### src/rtl/rbf_pkg.sv
`timescale 1ns / 1ps
// Shared constants, payload types, state encodings and the exponential table of the RBF kernel.
package rbf_pkg;

  // Coordinate stream
  localparam int COORD_WIDTH = 16;
  localparam int DIFF_W      = COORD_WIDTH + 1;
  localparam int SQ_W        = 2 * COORD_WIDTH;

  // Distance accumulator, Q32.16
  localparam int DIST_W = 48;
  localparam int ACC_W  = ((SQ_W > DIST_W) ? SQ_W : DIST_W) + 1;
  localparam logic [DIST_W-1:0] DIST_MAX = '1;

  // Configuration registers
  localparam int PADDR_W   = 3;
  localparam int PDATA_W   = 32;
  localparam int REG_IDX_W = PADDR_W - 2;
  localparam logic [REG_IDX_W-1:0] REG_LENGTH = REG_IDX_W'(0);
  localparam logic [REG_IDX_W-1:0] REG_SIGNAL = REG_IDX_W'(1);

  localparam int SCALE_W   = 16;
  localparam int SQSCALE_W = 2 * SCALE_W;
  localparam logic [SCALE_W-1:0] LENGTH_RESET = SCALE_W'(256);
  localparam logic [SCALE_W-1:0] SIGNAL_RESET = SCALE_W'(256);

  // Reciprocal floor(2^62 / L^2)
  localparam int RECIP_SHIFT = 62;
  localparam int RECIP_W     = RECIP_SHIFT + 1;
  localparam int DIV_CNT_W   = $clog2(RECIP_W);
  localparam logic [RECIP_W-1:0] RECIP_RESET =
    RECIP_W'((64'd1 << RECIP_SHIFT) / (64'(LENGTH_RESET) * 64'(LENGTH_RESET)));

  // Wide product D * R, split into partial products
  localparam int PROD_W     = DIST_W + RECIP_W;
  localparam int DLO_W      = DIST_W / 2;
  localparam int DHI_W      = DIST_W - DLO_W;
  localparam int RLO_W      = 32;
  localparam int PP_W       = DHI_W + RLO_W;
  localparam int MUL_STEPS  = 4;
  localparam int MUL_CNT_W  = $clog2(MUL_STEPS + 1);

  // Exponent path
  localparam int Q32          = 32;
  localparam int T16_LSB      = 47;
  localparam int T16_W        = 22;
  localparam int LOG2E_FRAC_W = 31;
  localparam logic [LOG2E_FRAC_W-1:0] LOG2E_FRAC = LOG2E_FRAC_W'(1901360723);
  localparam int LMUL_W       = T16_W + LOG2E_FRAC_W;
  localparam logic [63:0] ROUND_HALF = 64'h0000_0000_8000_0000;
  localparam int U_W          = T16_W + 1;
  localparam int FRAC_W       = 16;
  localparam int N_W          = U_W - FRAC_W;
  localparam int SHIFT_SEL_W  = 5;
  localparam int KV_W         = 32;

  // Table of 2^(-k/N) in Q32
  localparam int EXP_TABLE_ENTRIES = 256;
  localparam int EXP_IDX_W         = $clog2(EXP_TABLE_ENTRIES);
  localparam int KPROD_W           = FRAC_W + EXP_IDX_W + 1;
  localparam int EXP_W             = 33;
  localparam int SERIES_TERMS      = 20;
  localparam logic [63:0] ONE_Q32  = 64'h0000_0001_0000_0000;
  localparam logic [63:0] LN2_Q32  = 64'd2977044472;

  // Queue between the accumulator and the exponential unit
  localparam int Q_DEPTH = 4;
  localparam int Q_PTR_W = $clog2(Q_DEPTH);
  localparam int Q_CNT_W = $clog2(Q_DEPTH + 1);

  typedef struct packed {
    logic signed [COORD_WIDTH-1:0] x_coord;
    logic signed [COORD_WIDTH-1:0] y_coord;
    logic                          last_element;
  } in_item_t;

  typedef struct packed {
    logic [KV_W-1:0] kernel_value;
    logic            saturated;
  } out_item_t;

  typedef struct packed {
    logic [DIST_W-1:0] distance;
    logic              ovf;
  } dist_item_t;

  typedef struct packed {
    logic [RECIP_W-1:0]   recip;
    logic [SQSCALE_W-1:0] sq_scale;
  } kparam_t;

  typedef enum logic [1:0] {
    CF_IDLE,
    CF_SQUARE,
    CF_DIV
  } cfg_state_t;

  typedef enum logic [2:0] {
    BK_IDLE,
    BK_MUL,
    BK_LOG,
    BK_EXP,
    BK_TAB,
    BK_PRD,
    BK_SHIFT
  } bk_state_t;

  typedef logic [EXP_W-1:0] exp_tab_t [EXP_TABLE_ENTRIES];

  // e^(-k*ln2/N) by a truncated Taylor series in Q32
  function automatic exp_tab_t build_exp_table();
    exp_tab_t    tab;
    logic [63:0] xq;
    logic [63:0] z;
    logic [63:0] term;
    longint      sum;
    for (int k = 0; k < EXP_TABLE_ENTRIES; k++) begin
      xq   = (64'(k) << Q32) / EXP_TABLE_ENTRIES;
      z    = (xq * LN2_Q32) >> Q32;
      term = ONE_Q32;
      sum  = longint'(ONE_Q32);
      for (int i = 1; i <= SERIES_TERMS; i++) begin
        term = ((term * z) >> Q32) / 64'(i);
        if (i % 2 == 1) begin
          sum = sum - longint'(term);
        end else begin
          sum = sum + longint'(term);
        end
      end
      tab[k] = (sum < 0) ? '0 : EXP_W'(sum);
    end
    return tab;
  endfunction

  localparam exp_tab_t EXP_TABLE = build_exp_table();

endpackage

### src/rtl/rbf_front.sv
`timescale 1ns / 1ps
// Front end: squares coordinate differences and accumulates the saturating distance.
module rbf_front (
  input  logic                         clk,
  input  logic                         rst_n,
  input  logic                         in_valid,
  output logic                         in_stall,
  input  rbf_pkg::in_item_t            in_data,
  input  logic                         busy,
  input  logic [rbf_pkg::Q_CNT_W-1:0] q_cnt,
  output logic                         q_push,
  output rbf_pkg::dist_item_t          q_wdata
);
  import rbf_pkg::*;

  logic                      s1_vld_r;
  logic                      s1_last_r;
  logic [SQ_W-1:0]           sq_r;
  logic [DIST_W-1:0]         sum_r, sum_nxt;
  logic                      ovf_r, ovf_nxt;

  logic signed [DIFF_W-1:0]   diff;
  logic signed [2*DIFF_W-1:0] diff_sq;
  logic [ACC_W-1:0]           acc_sum;
  logic                       acc_over;
  logic [Q_CNT_W:0]           q_need;
  logic                       in_take;

  // A last item in the square stage already owns a queue slot
  assign q_need   = (Q_CNT_W+1)'(q_cnt) + (Q_CNT_W+1)'(s1_vld_r & s1_last_r);
  assign in_stall = busy || (q_need >= (Q_CNT_W+1)'(Q_DEPTH));
  assign in_take  = in_valid && !in_stall;

  assign diff    = DIFF_W'($signed(in_data.x_coord)) - DIFF_W'($signed(in_data.y_coord));
  assign diff_sq = diff * diff;

  always_ff @(posedge clk) begin
    if (in_take) begin
      sq_r      <= diff_sq[SQ_W-1:0];
      s1_last_r <= in_data.last_element;
    end
  end

  always_comb begin
    acc_sum  = ACC_W'(sum_r) + ACC_W'(sq_r);
    acc_over = acc_sum > ACC_W'(DIST_MAX);
    sum_nxt  = sum_r;
    ovf_nxt  = ovf_r;
    if (s1_vld_r) begin
      if (acc_over) begin
        sum_nxt = DIST_MAX;
        ovf_nxt = 1'b1;
      end else begin
        sum_nxt = acc_sum[DIST_W-1:0];
      end
    end
  end

  assign q_push  = s1_vld_r && s1_last_r;
  assign q_wdata = '{distance: sum_nxt, ovf: ovf_nxt};

  always_ff @(posedge clk) begin
    if (!rst_n) begin
      s1_vld_r <= 1'b0;
      sum_r    <= '0;
      ovf_r    <= 1'b0;
    end else begin
      s1_vld_r <= in_take;
      if (q_push) begin
        // hand the pair to the queue and start the next one from zero
        sum_r <= '0;
        ovf_r <= 1'b0;
      end else begin
        sum_r <= sum_nxt;
        ovf_r <= ovf_nxt;
      end
    end
  end

endmodule

### config.mk
export PLATFORM = sky130hd
export DESIGN_NAME = rbf_front
export DESIGN_NICKNAME = d
export VERILOG_FILES = /design/src/rtl/rbf_pkg.sv /design/src/rtl/rbf_front.sv
export SDC_FILE = /design/constraint.sdc
export NUM_CORES = 1
export LEC_CHECK = 0
export BUFFER_PORTS_ARGS = -buffer_cell sky130_fd_sc_hd__clkbuf_2
export CORE_MARGIN = 4
export CORE_UTILIZATION = 55
export DETAILED_ROUTE_END_ITERATION = 7
export PLACE_DENSITY = 0.76
export SKIP_LAST_GASP = 1
export SLEW_MARGIN = 20
export SYNTH_ARGS = -nofsm -noshare
export SYNTH_HDL_FRONTEND = slang
export SYNTH_SLANG_ARGS = --single-unit
### constraint.sdc
create_clock -name clk -period 7.86 [get_ports clk]
set_input_delay 0 -clock clk [delete_from_list [all_inputs] [get_ports clk]]
set_output_delay 0 -clock clk [all_outputs]
set_load 0.05 [all_outputs]
==> results.md, run 1 <==
* Synth Area in XOR/XNOR at 0.0524
* GR met3 Demand/Resource at 0.0389
* Final setup vio count at 0
* Aggregate global-route resource usage at 0.245
* Most area-consuming cells after synthesis: sky130_fd_sc_hd__fa_1 35%, sky130_fd_sc_hd__ha_1 11%, sky130_fd_sc_hd__inv_1 9.0%
* Fraction of layout cells with a size suffix above 1 at 0.102
* Number of buffers created by CTS at 9
* Total setup buffers inserted after CTS at 0
* Root buf cell: sky130_fd_sc_hd__clkbuf_16
* Number of DRC markers in iteration 0 at 703
* CTS tree: yes
* Placeable Area at 26300 µm²
* Slew margin rel. at 0.409
* Total DRC errors in the routed layout at 0
* Startpoint of the most critical setup path: in_data[2]
* Crit end category: flip-flop
* Via count of the first global-routing pass at 12174
* Net count after synthesis at 2102
* Number of antenna-violating nets in the routed design at 0
* Run status: finished, final reports clean
* Peak-usage layer in the global routing report: met2
* Launch point of the worst hold path: rst_n
* Met2 track demand over resource at 0.427
* Clock net sink count at 82
* Required time of the critical path at 7.94 ns
* Delay-heaviest family, CP: adder cells
* Met1 track utilization from global routing at 0.320
* Hold Crit Class: primary input to flip-flop
* Layout Cell Area excl Fill at 16300 µm²
* Setup slack after placement at -0.203 ns
* Final HPWL from detailed placement at 29.5 mm
* First-pass detailed-route iteration total at 5
* Total vias in the final route at 11590
* Worst clock skew at 0.00598 ns
* Antenna Cells at 0
* Most numerous cell on the critical path: sky130_fd_sc_hd__fa_1
* Antenna violations before repair at 0
* Count of cell types in the netlist at 67
* Post-synthesis adder-cell area fraction at 0.456
* Leading area contributor after synthesis: sky130_fd_sc_hd__fa_1
* Type of element launching the critical path: primary input
* Number of failing hold endpoints at the final stage at 0
* Yosys warning total at 0
* Share of the synthesized area in the top cell type at 0.349
* Wire length per cell at 16.5 µm
* Unrepaired setup endpoints after global routing: false
* Worst stage delay on the critical path at 0.55 ns
* Synth Area in Simple Gates at 0.134
* I/O pins at 91
* Area of the mapped netlist at 14900 µm²
* Cells after synthesis at 1676
* Port buffer count at 90
* Fraction of registers with async set/reset at 0
* Least-Margin Pin Slew at 0.884 ns
* Largest net degree at the start of global routing at 44
* Number of placement rows at 59
* Worst r2r src: sq_r[0]
* Clock transition at path regs at 0.06 ns
* Cell with the largest stage delay on the worst path: sky130_fd_sc_hd__fa_1
* Final Critical Period at 7.39 ns
* Chip Width at 172 µm
* GPL Wtd Cong at 0.987
* Critical path arrival at 7.48 ns
* Final Max Tran Viols at 0
* Mean cell area of the mapped netlist at 8.86 µm²
* Maximum clock path buffer count at 2
* Area fraction in compound gates after synthesis at 0.117
* Post-synthesis mux area share at 0.00202
* Share of the core filled with cells in the final layout at 0.619
* Critical path buffer and inverter count at 5
* Initial core utilization at 0.565
* Final setup margin at 0.465 ns
* Sequential element share of the synthesized area at 0.132
* Max H-tree Level at 3
* Seq cells post-synth at 82
* Top flip-flop cell by instance count after synthesis: sky130_fd_sc_hd__dfxtp_1
* Global route overflow at 0
* First-pass GRT wire length at 58.6 mm
* Combinational family with the most area after synthesis: adder cells
* Die Y-Extent at 172 µm
* Final setup TNS at 0 ns
* Filler cells at 2205
* Final #Nets at 2204
* Total wirelength of the detailed-routed design at 34.9 mm
* Placed Instance Area at 15900 µm²
* Average vias per placed instance at 5.47
* R2r setup slk at 4.04 ns
* Maximum fanout along the worst path at 7
* Portion of the clock cycle consumed by the worst path in the final layout at 0.941
* Achievable Freq at 135 MHz
* Max-cap violation count at 0
* Number of synthesized flops with an enable pin at 32
* Area growth, synth to finish at 9.44%
* Critical path type: primary input to flip-flop
* Die area at 29700 µm²
* Clk_lat worst skew at 0.34 ns
## path summary, 6_finish.rpt
kind	to	cells past startpoint
worst max-delay path	sq_r[31]	31
worst min register to register	ovf_r	2
worst min-delay path	sum_r[34]	3
worst max register to register	sum_r[12]	11
## sequential cells by signal, summed over array words and instances, names as in the netlist
signal	flops
sum_r	48
s1_vld_r	1
ovf_r	1
sq_r	31
s1_last_r	1
## tightest hold or removal path, delay by kind of cell
kind                   cells  cell delay [ns]
AO/OA/AOI/OAI              1             0.07
AND/OR/NAND/NOR            1             0.35
buffers and inverters      1             0.09
## through the flow
stage | std cells | hold WS (ns)
after global routing | 2118 | 0.240
final | 2118 | 0.216
after detailed placement | 2099 | 0.187
after global placement | 2099 | 0.179
after CTS | 2118 | 0.185
after floorplan | 1676 | 0.0989
## layout make-up
cell class | instances | area [µm²] | area share
well taps | 335 | 419 | 0.0258
multi-input cells | 1180 | 11300 | 0.698
flip-flops and latches | 82 | 1960 | 0.121
repair buffers | 142 | 852 | 0.0524
inverters | 363 | 1360 | 0.0838
clock buffers | 14 | 308 | 0.0189
clock inverters | 2 | 11.3 | 0.000693
## logic make-up after synthesis
family          Yosys count
compound gates          264
xor+xnor                 88
fa+ha+maj               386
buf+inv                 414
flops                    82
mux                       3
simple gates            439
## cell usage in the layout, fill, tap and decap left out, types with 4 or more instances in the layout
| cell | netlist | routed |
|---|---|---|
| sky130_fd_sc_hd__a211oi_1 | 10 | 10 |
| sky130_fd_sc_hd__a21o_1 | 27 | 27 |
| sky130_fd_sc_hd__a21oi_1 | 82 | 81 |
| sky130_fd_sc_hd__a31oi_1 | 15 | 15 |
| sky130_fd_sc_hd__and2_1 | 44 | 43 |
| sky130_fd_sc_hd__and3_1 | 11 | 11 |
| sky130_fd_sc_hd__buf_4 | 3 | 48 |
| sky130_fd_sc_hd__clkbuf_16 | 0 | 12 |
| sky130_fd_sc_hd__clkbuf_2 | 0 | 90 |
| sky130_fd_sc_hd__clkinv_1 | 4 | 4 |
| sky130_fd_sc_hd__dfxtp_1 | 50 | 50 |
| sky130_fd_sc_hd__edfxtp_1 | 32 | 32 |
| sky130_fd_sc_hd__fa_1 | 259 | 258 |
| sky130_fd_sc_hd__ha_1 | 127 | 127 |
| sky130_fd_sc_hd__inv_1 | 357 | 356 |
| sky130_fd_sc_hd__nand2_1 | 132 | 132 |
| sky130_fd_sc_hd__nand2b_1 | 10 | 10 |
| sky130_fd_sc_hd__nand3_1 | 22 | 22 |
| sky130_fd_sc_hd__nand4_1 | 14 | 14 |
| sky130_fd_sc_hd__nor2_1 | 158 | 156 |
| sky130_fd_sc_hd__nor2b_1 | 8 | 8 |
| sky130_fd_sc_hd__nor3_1 | 20 | 20 |
| sky130_fd_sc_hd__o211ai_1 | 5 | 5 |
| sky130_fd_sc_hd__o21a_1 | 17 | 17 |
| sky130_fd_sc_hd__o21ai_0 | 45 | 44 |
| sky130_fd_sc_hd__o21bai_1 | 5 | 5 |
| sky130_fd_sc_hd__o22a_1 | 17 | 17 |
| sky130_fd_sc_hd__o31ai_1 | 5 | 5 |
| sky130_fd_sc_hd__or3_1 | 5 | 5 |
| sky130_fd_sc_hd__xnor2_1 | 60 | 60 |
| sky130_fd_sc_hd__xor2_1 | 27 | 27 |
## layer usage
layer / up-vias / wire length [µm]
li1: 5505 / -
met1: 5622 / 14900
met2: 386 / 16900
met3: 77 / 2220
met4: 0 / 962
met5: - / 0
## Yosys cell counts, drive strengths merged, types with 3 or more instances
| master | n |
|---|---|
| nor4 | 3 |
| or3 | 5 |
| xnor2 | 61 |
| buf | 13 |
| clkbuf | 38 |
| ha | 127 |
| and3 | 11 |
| a21oi | 82 |
| nand4 | 14 |
| o21ai | 49 |
| nand2b | 10 |
| nor2 | 158 |
| a31oi | 16 |
| o211ai | 5 |
| or2 | 3 |
| clkinv | 4 |
| a211oi | 11 |
| and2 | 44 |
| o22a | 18 |
| edfxtp | 32 |
| dfxtp | 50 |
| nand2 | 132 |
| nand3 | 23 |
| a211o | 3 |
| o22ai | 3 |
| o21bai | 5 |
| nor3 | 20 |
| o31ai | 5 |
| a41oi | 3 |
| nor2b | 8 |
| fa | 259 |
| a311oi | 3 |
| o21a | 17 |
| xor2 | 27 |
| inv | 359 |
| mux2i | 3 |
| a21o | 27 |
## timing repair
item | in CTS | in global routing
resized for setup | 0 | 10
hold buffers | 3 | 0
setup endpoints to repair | 0 | 6
hold endpoints to repair | 2 | 0
Power of run 1 is not shown: default switching activity piles up to over one toggle a cycle in this logic, so the estimate is an artifact.
==> run 2, diff against run 1 <==
Settings changed: CORE_MARGIN 4 to 8.
==> results.md, run 2 (synthesis results as in run 1) <==
* Final Critical Period at 7.38 ns (-0.0160 ns)
* I/O pins at 91 (unchanged)
* Flip-flop count of the largest register after layout at 48 (unchanged)
* Least-Margin Pin Slew at 0.997 ns (+0.113 ns)
* Number of stages on the worst hold path at 3 (unchanged)
* Required time of the critical path at 7.93 ns (about the same)
* Clock net sink count at 82 (unchanged)
* Number of DRC markers in iteration 0 at 726 (+3.3%)
* Worst stage delay on the critical path at 0.55 ns (about the same)
* Root buf cell: sky130_fd_sc_hd__clkbuf_16
* Launch point of the worst hold path: rst_n
* Slew margin rel. at 0.331 (-0.0783)
* Cell with the largest stage delay on the worst path: sky130_fd_sc_hd__fa_1
* Aggregate global-route resource usage at 0.222 (-0.0236)
* R2r setup slk at 3.96 ns (-0.08 ns)
* Final HPWL from detailed placement at 29.5 mm (+0.17%)
* Area growth, synth to finish at 10.1%
* Average vias per placed instance at 5.42 (-0.92%)
* Fraction of layout cells with a size suffix above 1 at 0.106 (+0.00481)
* Die area at 32500 µm² (+9.5%)
* Number of placement rows at 60 (+1.7%)
* Portion of the clock cycle consumed by the worst path in the final layout at 0.939 (-0.00204)
* Max-cap violation count at 0 (unchanged)
* Run status: finished, final reports clean
* Total DRC errors in the routed layout at 0 (unchanged)
* Via count of the first global-routing pass at 12514 (+2.8%)
* Worst r2r src: sq_r[0]
* Unrepaired setup endpoints after global routing: false
* GPL Wtd Cong at 0.921 (-6.6%)
* Port buffer count at 90 (unchanged)
* Worst clock skew at 0.00677 ns (+0.000787 ns)
* Placed Instance Area at 15900 µm² (about the same)
* Number of buffers created by CTS at 9 (unchanged)
* First-pass detailed-route iteration total at 5 (unchanged)
* Type of element launching the critical path: primary input
* Maximum fanout along the worst path at 5 (-2)
* Wire length per cell at 16.5 µm (+0.28%)
* Largest regs: sum_r (48), sq_r (31)
* Antenna violations before repair at 0 (unchanged)
* Final setup TNS at 0 ns (unchanged)
* Clk_lat worst skew at 0.34 ns (about the same)
* Worst r2r dst: sum_r[12]
* Achievable Freq at 136 MHz (+0.22%)
* Largest register by flop count: sum_r
* Layout Cell Area excl Fill at 16300 µm² (+0.57%)
* Total vias in the final route at 11538 (-0.45%)
* Largest net degree at the start of global routing at 44 (unchanged)
* Hold Crit Class: primary input to flip-flop
* Worst-case reg-to-reg path depth at 11 (unchanged)
* Number of failing hold endpoints at the final stage at 0 (unchanged)
* CTS tree: yes
* Hold path endpoint: sum_r[34]
* Initial core utilization at 0.556 (-0.00942)
* Critical path arrival at 7.45 ns (-0.03 ns)
* Global route overflow at 0 (unchanged)
* Final #Nets at 2208 (+0.18%)
* Total wirelength of the detailed-routed design at 35.2 mm (+0.76%)
* Number of antenna-violating nets in the routed design at 0 (unchanged)
* Min Hold Slack at 0.234 ns (+0.0176 ns)
* Maximum clock path buffer count at 2 (unchanged)
* Placeable Area at 26700 µm² (+1.7%)
* Antenna Cells at 0 (unchanged)
* Critical path type: primary input to flip-flop
* Clock transition at path regs at 0.06 ns (about the same)
* Commonest cells after routing, fill and taps aside: 356 x sky130_fd_sc_hd__inv_1, 259 x sky130_fd_sc_hd__fa_1, 155 x sky130_fd_sc_hd__nor2_1
* Die Y-Extent at 180 µm (+4.6%)
* Chip Width at 180 µm (+4.6%)
* Crit end category: flip-flop
* Most common cell after layout, fill and taps aside: sky130_fd_sc_hd__inv_1
* Final setup vio count at 0 (unchanged)
* Final Max Tran Viols at 0 (unchanged)
* First-pass GRT wire length at 59.9 mm (+2.2%)
* Max H-tree Level at 3 (unchanged)
run 2: cell types whose count changed in the layout (fill, tap and decap cells not counted), sizes merged:
cell	delta
buf	+4
clkbuf	+1
clkinv	-1
clkinvlp	+1
inv	-1
run 2: cell type report:
class | count | area, µm²
clock buffer | 15 | 333
inverter | 363 | 1360
fill | 2298 | 10400
clock inverter | 1 | 7.51
tap | 341 | 427
sequential | 82 | 1960
timing repair buffer | 146 | 882
multi-input combinational | 1180 | 11400
run 2: how the worst max path moves through the flow:
stage	start	to	slack, ns
floorplan	in_data[17]	sq_r[31]	0.21
CTS	in_data[2]	sq_r[31]	0.25
finish	in_data[2]	sq_r[31]	0.48
detailed placement	in_data[2]	sq_r[31]	-0.11
global placement	in_data[2]	sq_r[31]	0.08
global route	in_data[2]	sq_r[31]	0.006
run 2: layer usage:
layer	track usage	routed length, µm	part of all wire
met4	0.0642	893	0.025
met1	0.282	15400	0.44
met5	0	0	0
met2	0.386	16800	0.48
met3	0.0335	2150	0.061
run 2: repair_timing:
action,in CTS,in global routing
hold buffers,3,0
hold endpoints to repair,2,0
gates resized for setup,0,16
endpoints found under the setup margin,0,3
buffers inserted,0,3
run 2: critical path, delay by kind of cell:
| family | cells | cell delay [ns] |
|---|---|---|
| adder cells (fa/ha/maj) | 8 | 3.62 |
| AO/OA/AOI/OAI | 11 | 2.10 |
| AND/OR/NAND/NOR | 5 | 0.93 |
| XOR/XNOR | 2 | 0.24 |
| buffers and inverters | 8 | 0.57 |
run 2: metrics by stage:
| stage | utilization | worst slack [ns] | std cells |
|---|---|---|---|
| 6_report | 0.612 | 0.481 | 2128 |
| 5_1_grt | 0.612 | 0.00566 | 2128 |
| 2_1_floorplan | - | 0.206 | 1676 |
| 3_5_place_dp | 0.595 | -0.110 | 2106 |
| 3_3_place_gp | 0.594 | 0.0815 | 2106 |
| 4_1_cts | 0.608 | 0.252 | 2125 |
Power of run 2 is left out for the same reason.
==> run 3, diff against run 2 <==
Settings changed: CELL_PAD_IN_SITES_DETAIL_PLACEMENT from default to 0, CELL_PAD_IN_SITES_GLOBAL_PLACEMENT from default to 2, CORE_UTILIZATION 55 to 37, CTS_BUF_LIST from default to sky130_fd_sc_hd__clkbuf_8, PLACE_DENSITY 0.76 to default, PLACE_DENSITY_LB_ADDON from default to 0.1, SETUP_SLACK_MARGIN from default to 0.2.
==> results.md, run 3 (synthesis results as in run 1) <==
* Worst stage delay on the critical path at 0.55 ns (about the same)
* Final setup TNS at 0 ns (unchanged)
* Critical path type: primary input to flip-flop
* Number of DRC markers in iteration 0 at 510 (-30%)
* Wire length the detailed router placed on met1 at 19.0 mm (+24%)
* CTS tree: yes
* Average vias per placed instance at 4.77 (-12%)
* Largest register by flop count: sum_r
* Launch point of the worst hold path: rst_n
* Root buf cell: sky130_fd_sc_hd__clkbuf_8
* Most common cell after layout, fill and taps aside: sky130_fd_sc_hd__inv_1
* Largest regs: sum_r (48), sq_r (31)
* DP Cell Count at 2314 (+9.9%)
* Fraction of layout cells with a size suffix above 1 at 0.114 (+0.00749)
* GPL Wtd Cong at 0.860 (-6.7%)
* Final HPWL from detailed placement at 32.4 mm (+9.7%)
* Critical path arrival at 7.39 ns (-0.06 ns)
* Required time of the critical path at 7.98 ns (+0.05 ns)
* Portion of the clock cycle consumed by the worst path in the final layout at 0.926 (-0.0131)
* Clk_lat worst skew at 0.36 ns (+0.02 ns)
* Port buffer count at 90 (unchanged)
* Most numerous cell on the critical path: sky130_fd_sc_hd__fa_1
* Max-cap violation count at 0 (unchanged)
* Clock transition at path regs at 0.08 ns (+0.02 ns)
* Clock net sink count at 82 (unchanged)
* Total wirelength of the detailed-routed design at 37.4 mm (+6.2%)
* Slew margin rel. at 0.266 (-0.0647)
* Cell with the largest stage delay on the worst path: sky130_fd_sc_hd__fa_1
* Maximum fanout along the worst path at 5 (unchanged)
* Aggregate global-route resource usage at 0.164 (-0.0582)
* Global route overflow at 0 (unchanged)
* Type of element launching the critical path: primary input
* Total DRC errors in the routed layout at 0 (unchanged)
* Topmost layer with routed signal wires: met4
* Crit end category: flip-flop
* Final setup margin at 0.584 ns (+0.103 ns)
* Final Critical Period at 7.28 ns (-0.103 ns)
* I/O pins at 91 (unchanged)
* Number of failing hold endpoints at the final stage at 0 (unchanged)
* Die Y-Extent at 216 µm (+20%)
* Startpoint of the most critical setup path: in_data[2]
* Number of buffers created by CTS at 9 (unchanged)
* Antenna violations before repair at 0 (unchanged)
* First-pass GRT wire length at 63.1 mm (+5.5%)
* Commonest cells after routing, fill and taps aside: 357 x sky130_fd_sc_hd__inv_1, 259 x sky130_fd_sc_hd__fa_1, 155 x sky130_fd_sc_hd__nor2_1
* Via count of the first global-routing pass at 12100 (-3.3%)
* Worst clock skew at 0.0105 ns (+0.00378 ns)
* Placeable Area at 39600 µm² (+48%)
* Chip Width at 216 µm (+20%)
* Final Max Tran Viols at 0 (unchanged)
* Number of standard cells in the final layout excluding fillers at 2335 (+9.7%)
* Total vias in the final route at 11133 (-3.5%)
* Die area at 46800 µm² (+44%)
* Final #Nets at 2231 (+1.0%)
* Antenna Cells at 0 (unchanged)
* Setup slack after placement at -0.0337 ns (+0.0766 ns)
* Number of placement rows at 73 (+22%)
* DR WL met3 at 1.10 mm (-49%)
* Detailed-routed wire length on met2 at 16.9 mm (+0.39%)
* Max H-tree Level at 3 (unchanged)
* Final setup vio count at 0 (unchanged)
* Initial core utilization at 0.375 (-0.181)
* Unrepaired setup endpoints after global routing: false
* Least-Margin Pin Slew at 1.09 ns (+0.0963 ns)
* Achievable Freq at 137 MHz (+1.4%)
* Maximum clock path buffer count at 2 (unchanged)
* Flip-flop count of the largest register after layout at 48 (unchanged)
* First-pass detailed-route iteration total at 5 (unchanged)
* Largest net degree at the start of global routing at 44 (unchanged)
* Run status: finished, final reports clean
* Number of antenna-violating nets in the routed design at 0 (unchanged)
* Worst r2r src: sq_r[0]
* Hold Crit Class: primary input to flip-flop
* Area growth, synth to finish at 11.5%
* Wire length per cell at 16.0 µm (-3.2%)
-- run 3: cell count changes in the layout (fill, tap and decap cells not counted), moves of 2 or more --
cell,delta
sky130_fd_sc_hd__buf_4,+24
sky130_fd_sc_hd__clkbuf_16,-13
sky130_fd_sc_hd__clkbuf_8,+9
sky130_fd_sc_hd__clkinv_1,+3
sky130_fd_sc_hd__clkbuf_1,-2
sky130_fd_sc_hd__inv_2,+2
-- run 3: repair_timing --
item,in CTS,in global routing
resized for setup,0,11
endpoints found under the setup margin,0,3
hold buffers,3,0
endpoints found under the hold margin,2,0
buffers inserted,0,2
-- run 3: layer usage --
| metal | GRT usage | up-vias |
|---|---|---|
| met5 | 0 | - |
| met4 | 0.0316 | 0 |
| met3 | 0.0157 | 21 |
| met2 | 0.269 | 174 |
| met1 | 0.233 | 5395 |
| li1 | - | 5543 |
-- run 3: worst paths after layout --
kind | endpoint | slack [ns] | cells after the start
worst max-delay path | sq_r[31] | 0.58 | 32
worst max register to register | sum_r[30] | 4.11 | 11
worst min register to register | ovf_r | 0.55 | 2
worst min-delay path | sum_r[45] | 0.21 | 3
-- run 3: cell type report --
type	count	area [µm²]
Fill cell	4162	23100
Multi-Input combinational cell	1180	11300
Sequential cell	82	1960
Inverter	363	1360
Timing Repair Buffer	169	1050
Tap cell	525	657
Clock buffer	9	124
Clock inverter	7	52.6
-- run 3: worst max-delay path, delay by kind of cell --
family | cells | cell delay (ns)
fa+ha+maj | 8 | 3.69
compound gates | 12 | 2.26
simple gates | 4 | 0.72
buf+inv | 6 | 0.47
xor+xnor | 2 | 0.26
-- run 3: metrics by stage --
step                instance area, µm²   util  hold WS [ns]
floorplan                        14900      -        0.0989
detailed placement               16300  0.411         0.186
CTS                              16500  0.416         0.179
global placement                 16300  0.411         0.179
global route                     16600  0.418         0.250
finish                           16600  0.418         0.213
Power of run 3 is left out for the same reason.
